$ cat src/hlp_pkg.sv
`timescale 1ns / 1ps

package hlp_pkg;

    // Result kinds
    localparam logic [1:0] KIND_NAME    = 2'd0;
    localparam logic [1:0] KIND_VALID   = 2'd1;
    localparam logic [1:0] KIND_INVALID = 2'd2;
    localparam logic [1:0] KIND_ENDED   = 2'd3;

    // Characters of interest
    localparam logic [7:0] CH_DOT   = 8'h2E;
    localparam logic [7:0] CH_LF    = 8'h0A;
    localparam logic [7:0] CH_CR    = 8'h0D;
    localparam logic [7:0] CH_SPACE = 8'h20;
    localparam logic [7:0] CH_ZERO  = 8'h30;
    localparam logic [7:0] CH_NINE  = 8'h39;
    localparam logic [7:0] CH_UP_A  = 8'h41;
    localparam logic [7:0] CH_UP_Z  = 8'h5A;
    localparam logic [7:0] CASE_GAP = 8'h20;

    localparam logic [7:0] OCTET_MAX = 8'd255;
    localparam logic [1:0] DOTS_FULL = 2'd3;

    // Result queue depth
    localparam int unsigned FIFO_DEPTH = 4;
    localparam int unsigned FIFO_AW    = $clog2(FIFO_DEPTH);

    typedef enum logic [3:0] {
        PH_START = 4'b0001,
        PH_ADDR  = 4'b0010,
        PH_NAME  = 4'b0100,
        PH_SKIP  = 4'b1000
    } hlp_phase_t;

    typedef struct packed {
        logic [7:0] text_byte;
        logic       end_of_text;
    } hlp_char_t;

    typedef struct packed {
        logic [1:0]  kind;
        logic [7:0]  name_byte;
        logic [31:0] ip_address;
        logic        text_done;
        logic        run_last;
    } hlp_result_t;

    typedef struct packed {
        hlp_phase_t  phase;
        logic [7:0]  octet_value;
        logic        octet_too_big;
        logic        octet_has_digit;
        logic [1:0]  dots_seen;
        logic [23:0] upper_octets;
        logic        label_empty;
        logic        name_bad;
    } hlp_state_t;

    // Line state after a line closes or before a new one opens
    function automatic hlp_state_t hlp_clear_line(input hlp_phase_t ph);
        hlp_state_t s;
        s.phase           = ph;
        s.octet_value     = 8'd0;
        s.octet_too_big   = 1'b0;
        s.octet_has_digit = 1'b0;
        s.dots_seen       = 2'd0;
        s.upper_octets    = 24'd0;
        s.label_empty     = 1'b1;
        s.name_bad        = 1'b0;
        return s;
    endfunction

endpackage

$ cat src/hlp_line_step.sv
`timescale 1ns / 1ps

module hlp_line_step (
    input  hlp_pkg::hlp_state_t  state,
    input  hlp_pkg::hlp_char_t   char_in,
    output hlp_pkg::hlp_state_t  state_next,
    output hlp_pkg::hlp_result_t res0,
    output hlp_pkg::hlp_result_t res1,
    output logic [1:0]           res_count
);
    import hlp_pkg::*;

    // Advance the address parse by one byte
    function automatic hlp_state_t addr_byte(input hlp_state_t s, input logic [7:0] b);
        hlp_state_t  r;
        logic [11:0] v;
        r = s;
        v = ({4'd0, s.octet_value} << 3) + ({4'd0, s.octet_value} << 1)
            + {4'd0, b - CH_ZERO};
        if (b >= CH_ZERO && b <= CH_NINE)
        begin
            if (v > {4'd0, OCTET_MAX})
            begin
                r.octet_too_big = 1'b1;
                r.octet_value   = OCTET_MAX;
            end
            else
            begin
                r.octet_value = v[7:0];
            end
            r.octet_has_digit = 1'b1;
        end
        else if (b == CH_DOT)
        begin
            if (!s.octet_has_digit || s.octet_too_big || s.dots_seen == DOTS_FULL)
            begin
                r.phase = PH_SKIP;
            end
            else
            begin
                r.upper_octets    = {s.upper_octets[15:0], s.octet_value};
                r.dots_seen       = s.dots_seen + 2'd1;
                r.octet_value     = 8'd0;
                r.octet_has_digit = 1'b0;
            end
        end
        else if (b == CH_SPACE)
        begin
            if (!s.octet_has_digit || s.octet_too_big || s.dots_seen != DOTS_FULL)
            begin
                r.phase = PH_SKIP;
            end
            else
            begin
                r.phase           = PH_NAME;
                r.octet_has_digit = 1'b0;
                r.label_empty     = 1'b1;
                r.name_bad        = 1'b0;
            end
        end
        else
        begin
            r.phase = PH_SKIP;
        end
        return r;
    endfunction

    logic        eol;
    logic        eot;
    logic        close_line;
    logic        name_emit;
    logic        rec_emit;
    logic        rec_ok;
    logic [7:0]  name_char;
    hlp_state_t  st_mid;
    hlp_state_t  st_start;
    hlp_result_t name_res;
    hlp_result_t rec_res;

    assign eol      = (char_in.text_byte == CH_LF) || (char_in.text_byte == CH_CR);
    assign eot      = char_in.end_of_text;
    assign st_start = hlp_clear_line(PH_ADDR);

    // Per-phase byte handling
    always_comb
    begin
        st_mid     = state;
        close_line = 1'b0;
        name_emit  = 1'b0;
        name_char  = char_in.text_byte;
        unique case (state.phase)
            PH_START:
            begin
                if (!eol)
                begin
                    st_mid = addr_byte(st_start, char_in.text_byte);
                end
            end
            PH_ADDR:
            begin
                if (eol)
                    close_line = 1'b1;
                else
                    st_mid = addr_byte(state, char_in.text_byte);
            end
            PH_NAME:
            begin
                if (eol)
                begin
                    close_line = 1'b1;
                end
                else
                begin
                    if (char_in.text_byte == CH_DOT)
                    begin
                        if (state.label_empty)
                            st_mid.name_bad = 1'b1;
                        st_mid.label_empty = 1'b1;
                    end
                    else
                    begin
                        if (char_in.text_byte >= CH_UP_A && char_in.text_byte <= CH_UP_Z)
                            name_char = char_in.text_byte + CASE_GAP;
                        st_mid.label_empty = 1'b0;
                    end
                    st_mid.octet_has_digit = 1'b1;
                    name_emit              = 1'b1;
                end
            end
            PH_SKIP:
            begin
                if (eol)
                    close_line = 1'b1;
            end
            default:
            begin
                st_mid = state;
            end
        endcase
        if (eot && st_mid.phase != PH_START)
            close_line = 1'b1;
    end

    // Record status at line close
    assign rec_ok = (st_mid.phase == PH_NAME) && !st_mid.name_bad
                    && !(st_mid.label_empty && st_mid.octet_has_digit);

    assign rec_emit = close_line || eot;

    always_comb
    begin
        name_res            = '0;
        name_res.kind       = KIND_NAME;
        name_res.name_byte  = name_char;
        name_res.run_last   = !rec_emit;

        rec_res             = '0;
        rec_res.run_last    = 1'b1;
        rec_res.text_done   = eot;
        if (close_line)
        begin
            if (rec_ok)
            begin
                rec_res.kind       = KIND_VALID;
                rec_res.ip_address = {st_mid.upper_octets, st_mid.octet_value};
            end
            else
            begin
                rec_res.kind = KIND_INVALID;
            end
        end
        else
        begin
            rec_res.kind = KIND_ENDED;
        end
    end

    // Pack results in order, name byte first
    always_comb
    begin
        res0      = name_emit ? name_res : rec_res;
        res1      = rec_res;
        res_count = {1'b0, name_emit} + {1'b0, rec_emit};
        if (rec_emit)
            state_next = hlp_clear_line(PH_START);
        else
            state_next = st_mid;
    end

endmodule

$ cat src/hlp_result_fifo.sv
`timescale 1ns / 1ps

module hlp_result_fifo (
    input  logic                 clk,
    input  logic                 rst_n,
    input  logic [1:0]           push_count,
    input  hlp_pkg::hlp_result_t push0,
    input  hlp_pkg::hlp_result_t push1,
    output logic                 room_for_two,
    output logic                 result_valid,
    input  logic                 result_ready,
    output hlp_pkg::hlp_result_t result_word
);
    import hlp_pkg::*;

    hlp_result_t          mem [FIFO_DEPTH];
    logic [FIFO_AW-1:0]   wr_ptr_reg;
    logic [FIFO_AW-1:0]   wr_ptr_next;
    logic [FIFO_AW-1:0]   rd_ptr_reg;
    logic [FIFO_AW-1:0]   rd_ptr_next;
    logic [FIFO_AW:0]     count_reg;
    logic [FIFO_AW:0]     count_next;
    logic                 pop;

    assign pop          = result_valid && result_ready;
    assign result_valid = (count_reg != '0);
    assign result_word  = mem[rd_ptr_reg];
    assign room_for_two = (count_reg <= (FIFO_AW+1)'(FIFO_DEPTH - 2));

    // Advance pointers and occupancy
    always_comb
    begin
        wr_ptr_next = wr_ptr_reg + FIFO_AW'(push_count);
        rd_ptr_next = rd_ptr_reg + FIFO_AW'(pop);
        count_next  = count_reg + (FIFO_AW+1)'(push_count) - (FIFO_AW+1)'(pop);
    end

    always_ff @(posedge clk or negedge rst_n)
    begin
        if (!rst_n)
        begin
            wr_ptr_reg <= '0;
            rd_ptr_reg <= '0;
            count_reg  <= '0;
        end
        else
        begin
            wr_ptr_reg <= wr_ptr_next;
            rd_ptr_reg <= rd_ptr_next;
            count_reg  <= count_next;
        end
    end

    // Store up to two words per cycle
    always_ff @(posedge clk)
    begin
        if (push_count != 2'd0)
            mem[wr_ptr_reg] <= push0;
        if (push_count == 2'd2)
            mem[wr_ptr_reg + FIFO_AW'(1)] <= push1;
    end

endmodule

$ cat src/hosts_line_parser_core.sv
`timescale 1ns / 1ps

// Hosts-text line parser. Takes one text byte per word on the char channel and
// parses each line as a dotted-quad IPv4 address, a space and a host name.
// Every name byte comes out at once, lowercased, as a name word; at each line
// end (CR or LF, or the end_of_text flag) a record word reports the line as
// valid with its address or as invalid. A buffer that ends between lines gives
// one text-ended word. run_last marks the last word caused by one input byte.
// Rate: one byte per clock sustained. A byte is registered, then parsed
// into up to two result words that enter a four-entry result queue; a byte
// is parsed only while at most two words wait there. The queue drains one
// word per clock, and with the output always ready it never holds more than
// two words: after a byte that raises two (a final name byte with end of text)
// the next such byte comes only after address bytes that raise none. So the
// input stalls only while the result side holds off.
// A byte's first result word is offered from the result queue, once the byte
// has passed the input register and been written into that queue.
module hosts_line_parser_core (
    input  logic                 clk,
    input  logic                 rst_n,
    input  logic                 char_valid,
    output logic                 char_ready,
    input  hlp_pkg::hlp_char_t   char_word,
    output logic                 result_valid,
    input  logic                 result_ready,
    output hlp_pkg::hlp_result_t result_word
);
    import hlp_pkg::*;

    hlp_char_t   char_reg;
    logic        char_valid_reg;
    logic        char_valid_next;
    hlp_state_t  state_reg;
    hlp_state_t  state_next;
    hlp_state_t  step_state;
    hlp_result_t res0;
    hlp_result_t res1;
    logic [1:0]  res_count;
    logic [1:0]  push_count;
    logic        room_for_two;
    logic        fire;

    // Parse the held byte once the queue can take both words
    assign fire       = char_valid_reg && room_for_two;
    assign char_ready = !char_valid_reg || fire;
    assign push_count = fire ? res_count : 2'd0;

    hlp_line_step u_step (
        .state      (state_reg),
        .char_in    (char_reg),
        .state_next (step_state),
        .res0       (res0),
        .res1       (res1),
        .res_count  (res_count)
    );

    hlp_result_fifo u_fifo (
        .clk          (clk),
        .rst_n        (rst_n),
        .push_count   (push_count),
        .push0        (res0),
        .push1        (res1),
        .room_for_two (room_for_two),
        .result_valid (result_valid),
        .result_ready (result_ready),
        .result_word  (result_word)
    );

    always_comb
    begin
        char_valid_next = (char_valid && char_ready) || (char_valid_reg && !fire);
        state_next      = fire ? step_state : state_reg;
    end

    // Hold parse state and input valid
    always_ff @(posedge clk or negedge rst_n)
    begin
        if (!rst_n)
        begin
            char_valid_reg <= 1'b0;
            state_reg      <= hlp_clear_line(PH_START);
        end
        else
        begin
            char_valid_reg <= char_valid_next;
            state_reg      <= state_next;
        end
    end

    // Capture the incoming byte
    always_ff @(posedge clk)
    begin
        if (char_valid && char_ready)
            char_reg <= char_word;
    end

endmodule

$ cat config.mk
export PLATFORM = sky130hd
export DESIGN_NAME = hosts_line_parser_core
export DESIGN_NICKNAME = d
export VERILOG_FILES = /design/src/hlp_pkg.sv /design/src/hlp_line_step.sv /design/src/hlp_result_fifo.sv /design/src/hosts_line_parser_core.sv
export SDC_FILE = /design/constraint.sdc
export NUM_CORES = 1
export LEC_CHECK = 0
export BUFFER_PORTS_ARGS = -buffer_cell sky130_fd_sc_hd__buf_2
export CAP_MARGIN = 5
export CORE_ASPECT_RATIO = 1.2
export CORE_MARGIN = 8
export CORE_UTILIZATION = 55
export CTS_CLUSTER_DIAMETER = 100
export DETAILED_ROUTE_END_ITERATION = 8
export PLACE_DENSITY = 0.87
export SLEW_MARGIN = 15
export SYNTH_ARGS = -nofsm -noshare
export SYNTH_HDL_FRONTEND = slang
export SYNTH_SLANG_ARGS = --single-unit
$ cat constraint.sdc
create_clock -name clk -period 4.55 [get_ports clk]
set_clock_uncertainty 0.15 [all_clocks]
set_input_delay 0.2275 -clock clk [delete_from_list [all_inputs] [get_ports clk]]
set_output_delay 0.2275 -clock clk [all_outputs]
set_load 0.005 [all_outputs]
; After elaboration in Yosys (flattened, before gate mapping)
; Memories as Yosys holds them, arrays and structs flattened.
; Cells that the tools add are included.
[word_totals]
n_memories = 1
ram_bits = 176
output_inout_bits = 46
wordCells = 140
input_bits = 13
register_bits = 59
[memory_table]
columns = memory, depth, width, rd, rd_ports_with_merged_regs, write_ports, line_no
row1 = u_fifo.mem, 4, 44, 1, 0, 2, hlp_result_fifo.sv:16  ; hlp_result_t mem [FIFO_DEPTH];
[classes]
n_eq_ne = 20
addsub = 11
magnitude_cmp = 7
n_reduce_logical = 29
mux = 58
[op_table]
columns = op, count
row1 = 42-bit two-way mux, 3
row2 = 8-bit two-way mux, 10
row3 = 32-bit two-way mux, 2
row4 = 26-bit one-hot mux with 2 select lines, 1
row5 = 44-bit two-way mux, 1
row6 = 28-bit two-way mux, 1
row7 = 27-bit two-way mux, 1
row8 = 26-bit two-way mux, 1
row9 = 13-bit one-hot mux with 2 select lines, 1
row10 = 4-bit two-way mux, 6
row11 = 1-bit two-way mux, 22
row12 = 8-bit by 4-bit == test with 1-bit output (second input constant), 2
row13 = 8-bit by 6-bit == test with 1-bit output (second input constant), 2
row14 = 2-bit two-way mux, 7
row15 = 11-bit by 9-bit adder with 12-bit output, 1
row16 = 12-bit by 8-bit adder with 12-bit output, 1
row17 = 12-bit by 8-bit greater-than comparator with 1-bit output (second input constant), 1
row18 = 1-bit logical AND, 10
row19 = 3-bit by 1-bit inequality test with 1-bit output (second input constant), 3
row20 = 8-bit by 6-bit adder with 8-bit output (second input constant), 1
row21 = 4-bit by 3-bit == test with 1-bit output (second input constant), 2
row22 = 8-bit by 6-bit greater-or-equal comparator with 1-bit output (second input constant), 1
row23 = 8-bit by 7-bit greater-or-equal comparator with 1-bit output (second input constant), 1
row24 = 8-bit greater-than comparator (second input constant), 1
row25 = 27 further kinds, 43

; Longest topological paths before layout
; Gate-level depths: netlist of the first run.
[depth]
word_depth = 18
mapped_depth = 16
depth_no_buf = 14

; By module
; From an unflattened synthesis of the first run, not the netlist that was laid out.
[unflattened]
hier_cells = 966
area_unflattened_um2 = 13251.5
[modules_own_cells]
columns = module, instances, area_per_inst_um2, cells_each
row1 = hlp_result_fifo, 1, 8947.3, 467
row2 = hlp_line_step, 1, 2396.0, 395
row3 = hosts_line_parser_core, 1, 1908.1, 104

; Worst setup path before layout of the first run
; Ideal clock, no wire load.
[synth_timing]
path_type = flip-flop to flip-flop
startpoint = reg char_reg[5] in the netlist's numbering
endpoint = mem u_fifo.mem[1][26] in the netlist's numbering, data pin
slack_ps = -239
period_less_slack_ps = 4789
path_stages_with_launch = 16
setup_ps = 159
required_time_ps = 4241
arrival_ps = 4480
cell_sequence = edfxtp_1 > inv_1 > ha_1 > and2_1 > o211ai_2 > o31ai_2 > clkbuf_1 > ha_1 > nor2b_1 > a21oi_1 > or3_1 > clkbuf_1 > inv_1 > nand2_1 > clkbuf_1 > nor3_1
[synth_rtl]
columns = item, line_no
row1 = start: declaration, hosts_line_parser_core.sv:30  ; hlp_char_t char_reg;
row2 = start signal: assignment, hosts_line_parser_core.sv:94  ; char_reg <= char_word;
row3 = end: declaration, hlp_result_fifo.sv:16

==> results of run 1 <==
-- Yosys cell counts (all sizes together), types with 10 or more instances --
cell type | count | area share (%)
o31ai | 10 | 0.71
dfrtp | 48 | 11
o211ai | 15 | 1.0
nor2 | 28 | 0.93
nand2 | 34 | 1.1
clkbuf | 41 | 1.4
a22oi | 25 | 1.7
a22o | 55 | 4.3
buf | 24 | 1.5
ha | 24 | 2.7
dfxtp | 36 | 6.4
mux4 | 44 | 8.8
inv | 29 | 0.97
a21oi | 26 | 1.2
nor3 | 133 | 6.3
edfxtp | 149 | 40
o21ai | 26 | 1.2
-- logic make-up (layout without fill, tap and decap cells) --
kind of cell | Yosys count | after routing | synth area share, %
AO/OA/AOI/OAI | 191 | 191 | 12.7
adder cells (fa/ha/maj) | 31 | 31 | 3.92
multiplexers | 46 | 46 | 9.00
flip-flops | 235 | 235 | 57.4
buffers and inverters | 94 | 167 | 3.88
XOR/XNOR | 12 | 12 | 0.935
AND/OR/NAND/NOR | 255 | 255 | 12.2
-- cell type report --
cell class                      instances  area (sq um)
Fill cell                            1448          7550
Sequential cell                       235          6450
Multi-Input combinational cell        535          4390
Clock buffer                           34           667
Timing Repair Buffer                   96           618
Tap cell                              265           332
Inverter                               29           124
Clock inverter                          8          51.3
-- worst reg2reg max path, cell delays in order (launching register included) --
cell and delay (ns):
edfxtp_1 0.51, ha_1 0.31, xnor2_1 0.39, fa_1 0.50, ha_1 0.36, o21a_1 0.12, o31a_1 0.13, o22ai_1 0.41
o21ai_0 0.32, a221oi_1 0.66, nor3_1 0.12
-- worst max-delay path by stage --
stage | endpoint | slack (ns) | start | depth (start not counted)
floorplan | u_fifo.mem[2][6] | 0.03 | char_reg[5] | 16
detailed placement | u_fifo.mem[3][25] | 0.20 | char_reg[5] | 14
finish | u_fifo.mem[1][9] | 0.28 | char_reg[5] | 10
CTS | u_fifo.mem[3][25] | 0.16 | char_reg[5] | 14
global route | u_fifo.mem[2][9] | -0.01 | char_reg[5] | 11
global placement | u_fifo.mem[3][3] | 0.40 | char_reg[5] | 14
-- stage by stage --
step                      instance area (sq um)  utilization [%]  power (mW)  hold WS [ns]
after CTS                                 12600             62.5        6.63         0.216
final                                     12600             62.6        6.61         0.238
after floorplan                           11300                -        4.13        -0.218
after global routing                      12600             62.6        6.93         0.268
after global placement                    11800             58.4        4.77         0.221
after detailed placement                  11800             58.4        4.83         0.228
-- power by group through the flow --
stage	Combinational, mW	Clock [mW]	Sequential (mW)
4_1_cts	1.97	1.83	2.84
5_1_grt	2.15	1.90	2.88
6_report	1.95	1.81	2.84
3_3_place_gp	1.91	0	2.86
2_1_floorplan	1.48	0	2.66
3_5_place_dp	1.95	0	2.88
-- routing by layer --
metal | vias to the layer above | track usage (%) | part of all wire, %
met4 | 0 | 8.04 | 3.0
met1 | 3865 | 24.9 | 39
met3 | 58 | 2.74 | 6.1
li1 | 3501 | - | -
met5 | - | 0 | 0
met2 | 324 | 37.1 | 52
-- repair_timing --
item                                    in CTS  in global routing
buffers inserted                             0                  1
gates resized for setup                      0                  2
hold endpoints to repair                    59                  0
endpoints found under the setup margin       0                 78
hold buffers                                12                  0
==> impl_metrics.yaml, run 1 <==
floorplanning:
  die_x_um: 147
  core_sq_um: 20200
  die-area_sq_um: 25300
  die_y_um: 173
  pin_count: 59
  num_rows: 57
  initial_core_util_pct: 55.7
finish:
  antenna_cells: 0
  layout.nets: 964
  fin_cells: 1202
  synthToLayoutAreaGrowth_pct: 12.4
  layout_commonest_cell: "edfxtp_1"
  drive_gt1_share_pct: 21.2
  largest_reg_flops: 176
  final_cell_mix: "edfxtp_1, nor3_1, buf_2"
power_and_ir_drop:
  switching_share_pct: 33.1
  pwr-share-clk_pct: 27.4
  power_frac_comb_pct: 29.6
  cell_internal_pwr_mw: 4.42
  power_frac_seq_pct: 43.1
  p_per_area_nw_per_um2: 523
  p_leak_nw: 4.33
  ir_drop_mv: 0.339
  p_sw_mw: 2.18
setup_path:
  path_buf_inv: 0
  required_ns: 4.62
  r2r-end: "u_fifo.mem[1][9]"
  crit_chain: "ha_1, xnor2_1, fa_1, ha_1, o21a_1, o31a_1, o22ai_1, o21ai_0, a221oi_1, nor3_1"
  crit_family: "compound AO/OA/AOI/OAI gates"
  reg2reg_from: "char_reg[5]"
  arrival_ns: 4.34
  r2r_slack_ns: 0.28
  start_kind: "register"
  cp_max_fo: 9
  crit_top_cell: "ha_1"
  crit_path_end_kind: "register"
  slowest_stage: "a221oi_1"
  cpPeakStageDelay_ns: 0.66
  critPathKind: "register to register"
  worstRegToRegCells: 10
sta:
  setup_violations: 0
  period_minus_slack_ns: 4.27
  finalSetupTns_ns: 0
  fmax_mhz: 234
  rsz0062_at_grt: "true"
  slew_viol_final: 0
  slew_headroom_pct: 18.4
  hold_viol: 0
  fin_crit_sh_pct: 93.9
  setup_ws_ns: 0.279
  worst_pin_slew_ns: 1.22
synthesis:
  synth_edf_count: 149
  synth.avg_cell_area_sq_um: 13.0
  seq_area_frac_synth_pct: 57.4
  synth.distinct_cells: 68
  yosysWarnings: 0
  synth_ff_type: "edfxtp_1"
  postSynthCellCount: 864
  netlist_area_sq_um: 11200
  async_flop_share_pct: 21.3
  synth_nets: 908
  synth-seq-cells: 235
place:
  placed_cells: 1147
  place_worst_setup_slack_ns: 0.199
  io_buffers: 58
  gp_congestion: 0.901
  dp_hpwl_mm: 16.2
outcome:
  outcome: "completed"
routing:
  drtAntennaViolNets: 0
  first_pass_iters: 5
  routedWlPerCell_um: 21.7
  vias_per_cell: 6.45
  vias: 7748
  drt_wl_total_mm: 26.1
  drt_iter0_drc: 775
  drc: 0
clock_network:
  cts.path.max_buffers: 3
  numCtsBuffers: 23
  cts-root-buf: "clkbuf_16"
  cts_sinks: 235
  ctsHtreeMaxLevel: 1
  cts_tree: "yes"
  clkTransAtPathRegs_ns: 0.06
  clock_latency_ns: 0.51
global_routing:
  grt_pass1_vias: 8061
  grt_pass1_wl_mm: 43.0
  antenna_found_initial: 0
  overflow: 0
  grt_max_degree: 133
  grt_usage_pct: 20.8
flow_run:
  drv_cap: 0
worst_hold_path:
  hold_class: "primary input to async pin"
Note: power is estimated with default switching activity, not from simulation.
==> run 2, diff against run 1 <==
- CELL_PAD_IN_SITES_DETAIL_PLACEMENT: default -> 0
- CELL_PAD_IN_SITES_GLOBAL_PLACEMENT: default -> 1
- CORE_UTILIZATION: 55 -> 46
- PLACE_DENSITY: 0.87 -> 0.85
==> run 2 against run 1 <==
  * Clock power increased by 4%
  * Sequential share of layout area fell by 0.68 points
  * Register-to-register slack improved by 0.12 ns
  * Non-clock buffer count up 8
  * Hold slack got worse by 0.030 ns
  * Global-route usage shrank 3.2 points
  * Die area is 18% higher
  * Sequential power fell by 2%
  * Core utilization is 9.2 points lower
  * Critical path depth rose by 3
  * Setup slack better by 0.12 ns
  * Routed wire length shrank 0.27%
  * Critical path type unchanged
==> impl_metrics.yaml, run 2 (synthesis results as in run 1) <==
outcome:
  outcome: "completed"
routing:
  drt_wl_total_mm: 26.1
  first_pass_iters: 5
  vias: 7550
  drt_iter0_drc: 660
  routedWlPerCell_um: 20.6
  drc: 0
  vias_per_cell: 5.96
  drtAntennaViolNets: 0
floorplanning:
  die_y_um: 187
  die_x_um: 159
  num_rows: 62
  initial_core_util_pct: 46.9
  die-area_sq_um: 29700
  core_sq_um: 24000
  pin_count: 59
sta:
  finalSetupTns_ns: 0
  slew_headroom_pct: 31.9
  worst_pin_slew_ns: 1.01
  hold_viol: 0
  slew_viol_final: 0
  period_minus_slack_ns: 4.15
  rsz0062_at_grt: "false"
  setup_violations: 0
  fmax_mhz: 241
  fin_crit_sh_pct: 91.2
finish:
  largest_reg_flops: 176
  fin_cells: 1267
  fill_cells: 2010
  final_cell_mix: "edfxtp_1, nor3_1, buf_2"
  stdcell_area_sq_um: 12800
  antenna_cells: 0
  synthToLayoutAreaGrowth_pct: 13.9
  layout.nets: 973
  layout_commonest_cell: "edfxtp_1"
  drive_gt1_share_pct: 21.4
power_and_ir_drop:
  ir_drop_mv: 0.290
  p_per_area_nw_per_um2: 523
  p_leak_nw: 4.38
worst_hold_path:
  hold_class: "primary input to async pin"
global_routing:
  grt_max_degree: 73
  antenna_found_initial: 0
  grt_usage_pct: 17.5
  grt_pass1_vias: 7783
  grt_pass1_wl_mm: 42.8
  overflow: 0
setup_path:
  start_kind: "register"
  arrival_ns: 4.14
  r2r_slack_ns: 0.40
  worstRegToRegCells: 13
  reg2reg_from: "char_reg[5]"
  crit_path_end: "u_fifo.mem[0][25]"
  crit_path_end_kind: "register"
  required_ns: 4.54
  cp_max_fo: 36
  cp-startpoint: "char_reg[5]"
  critPathKind: "register to register"
  r2r-end: "u_fifo.mem[0][25]"
clock_network:
  ctsHtreeMaxLevel: 1
  numCtsBuffers: 24
  cts-root-buf: "clkbuf_16"
  cts.path.max_buffers: 3
  clkTransAtPathRegs_ns: 0.07
  cts_sinks: 235
  clock_latency_ns: 0.51
  cts_tree: "yes"
place:
  gp_congestion: 0.849
  placed_cells: 1208
  dp_hpwl_mm: 16.3
  io_buffers: 58
  dpl_cell_area_sq_um: 11900
flow_run:
  drv_cap: 0
-- run 2: how the worst min path moves through the flow --
| stage | startpoint | endpoint | cells after the start | slack [ns] |
|---|---|---|---|---|
| after detailed placement | rst_n | u_fifo.rd_ptr_reg[0] | 2 | 0.23 |
| after global routing | rst_n | char_valid_reg | 3 | 0.25 |
| after global placement | rst_n | u_fifo.count_reg[2] | 2 | 0.23 |
| after CTS | rst_n | char_valid_reg | 3 | 0.21 |
| final | rst_n | char_valid_reg | 3 | 0.21 |
| after floorplan | rst_n | char_valid_reg | 0 | -0.22 |
-- run 2: routing by layer --
layer,GRT usage (%),up-vias,part of all wire [%]
met4,6.24,0,2.6
met5,0,-,0
met2,30.8,245,51
li1,-,3515,-
met3,2.33,40,4.8
met1,21.6,3750,41
-- run 2: area by class of cell --
class	count	area [sq um]	area share [%]
clock buffers	35	683	5.33
clock inverters	9	67.6	0.527
inverters	29	124	0.967
multi-input cells	535	4390	34.3
flip-flops and latches	235	6450	50.4
well taps	320	400	3.13
repair buffers	104	691	5.39
-- run 2: worst max-delay path, cell delays in order (launching register included) --
cell,delay (ns)
edfxtp_1,0.52
inv_1,0.20
ha_1,0.19
and2_1,0.19
o211ai_2,0.20
nand2_1,0.26
inv_1,0.13
ha_1,0.38
nor2_1,0.08
or2_2,0.30
o21ai_0,0.15
nand2_1,0.31
clkinvlp_4,0.19
buf_4,0.47
-- run 2: per-stage QoR --
stage	total power, mW	setup WS, ns	hold slack (ns)	util [%]
floorplan	4.13	0.0267	-0.218	-
global placement	4.83	0.499	0.226	49.7
detailed placement	4.86	0.274	0.226	49.7
CTS	6.75	0.225	0.214	53.3
global route	7.05	0.0469	0.254	53.4
finish	6.69	0.401	0.208	53.4
-- run 2: power breakdown --
| part | switching (mW) | internal, mW |
|---|---|---|
| sequential | 0.226 | 2.54 |
| combinational | 1.18 | 0.865 |
| clock | 0.785 | 1.10 |
| total | 2.19 | 4.50 |
-- run 2: what timing repair did --
item	in CTS	in global routing
endpoints found under the hold margin	59	0
hold buffers	12	0
resized for setup	0	1
buffers inserted	0	3
setup endpoints to repair	0	31
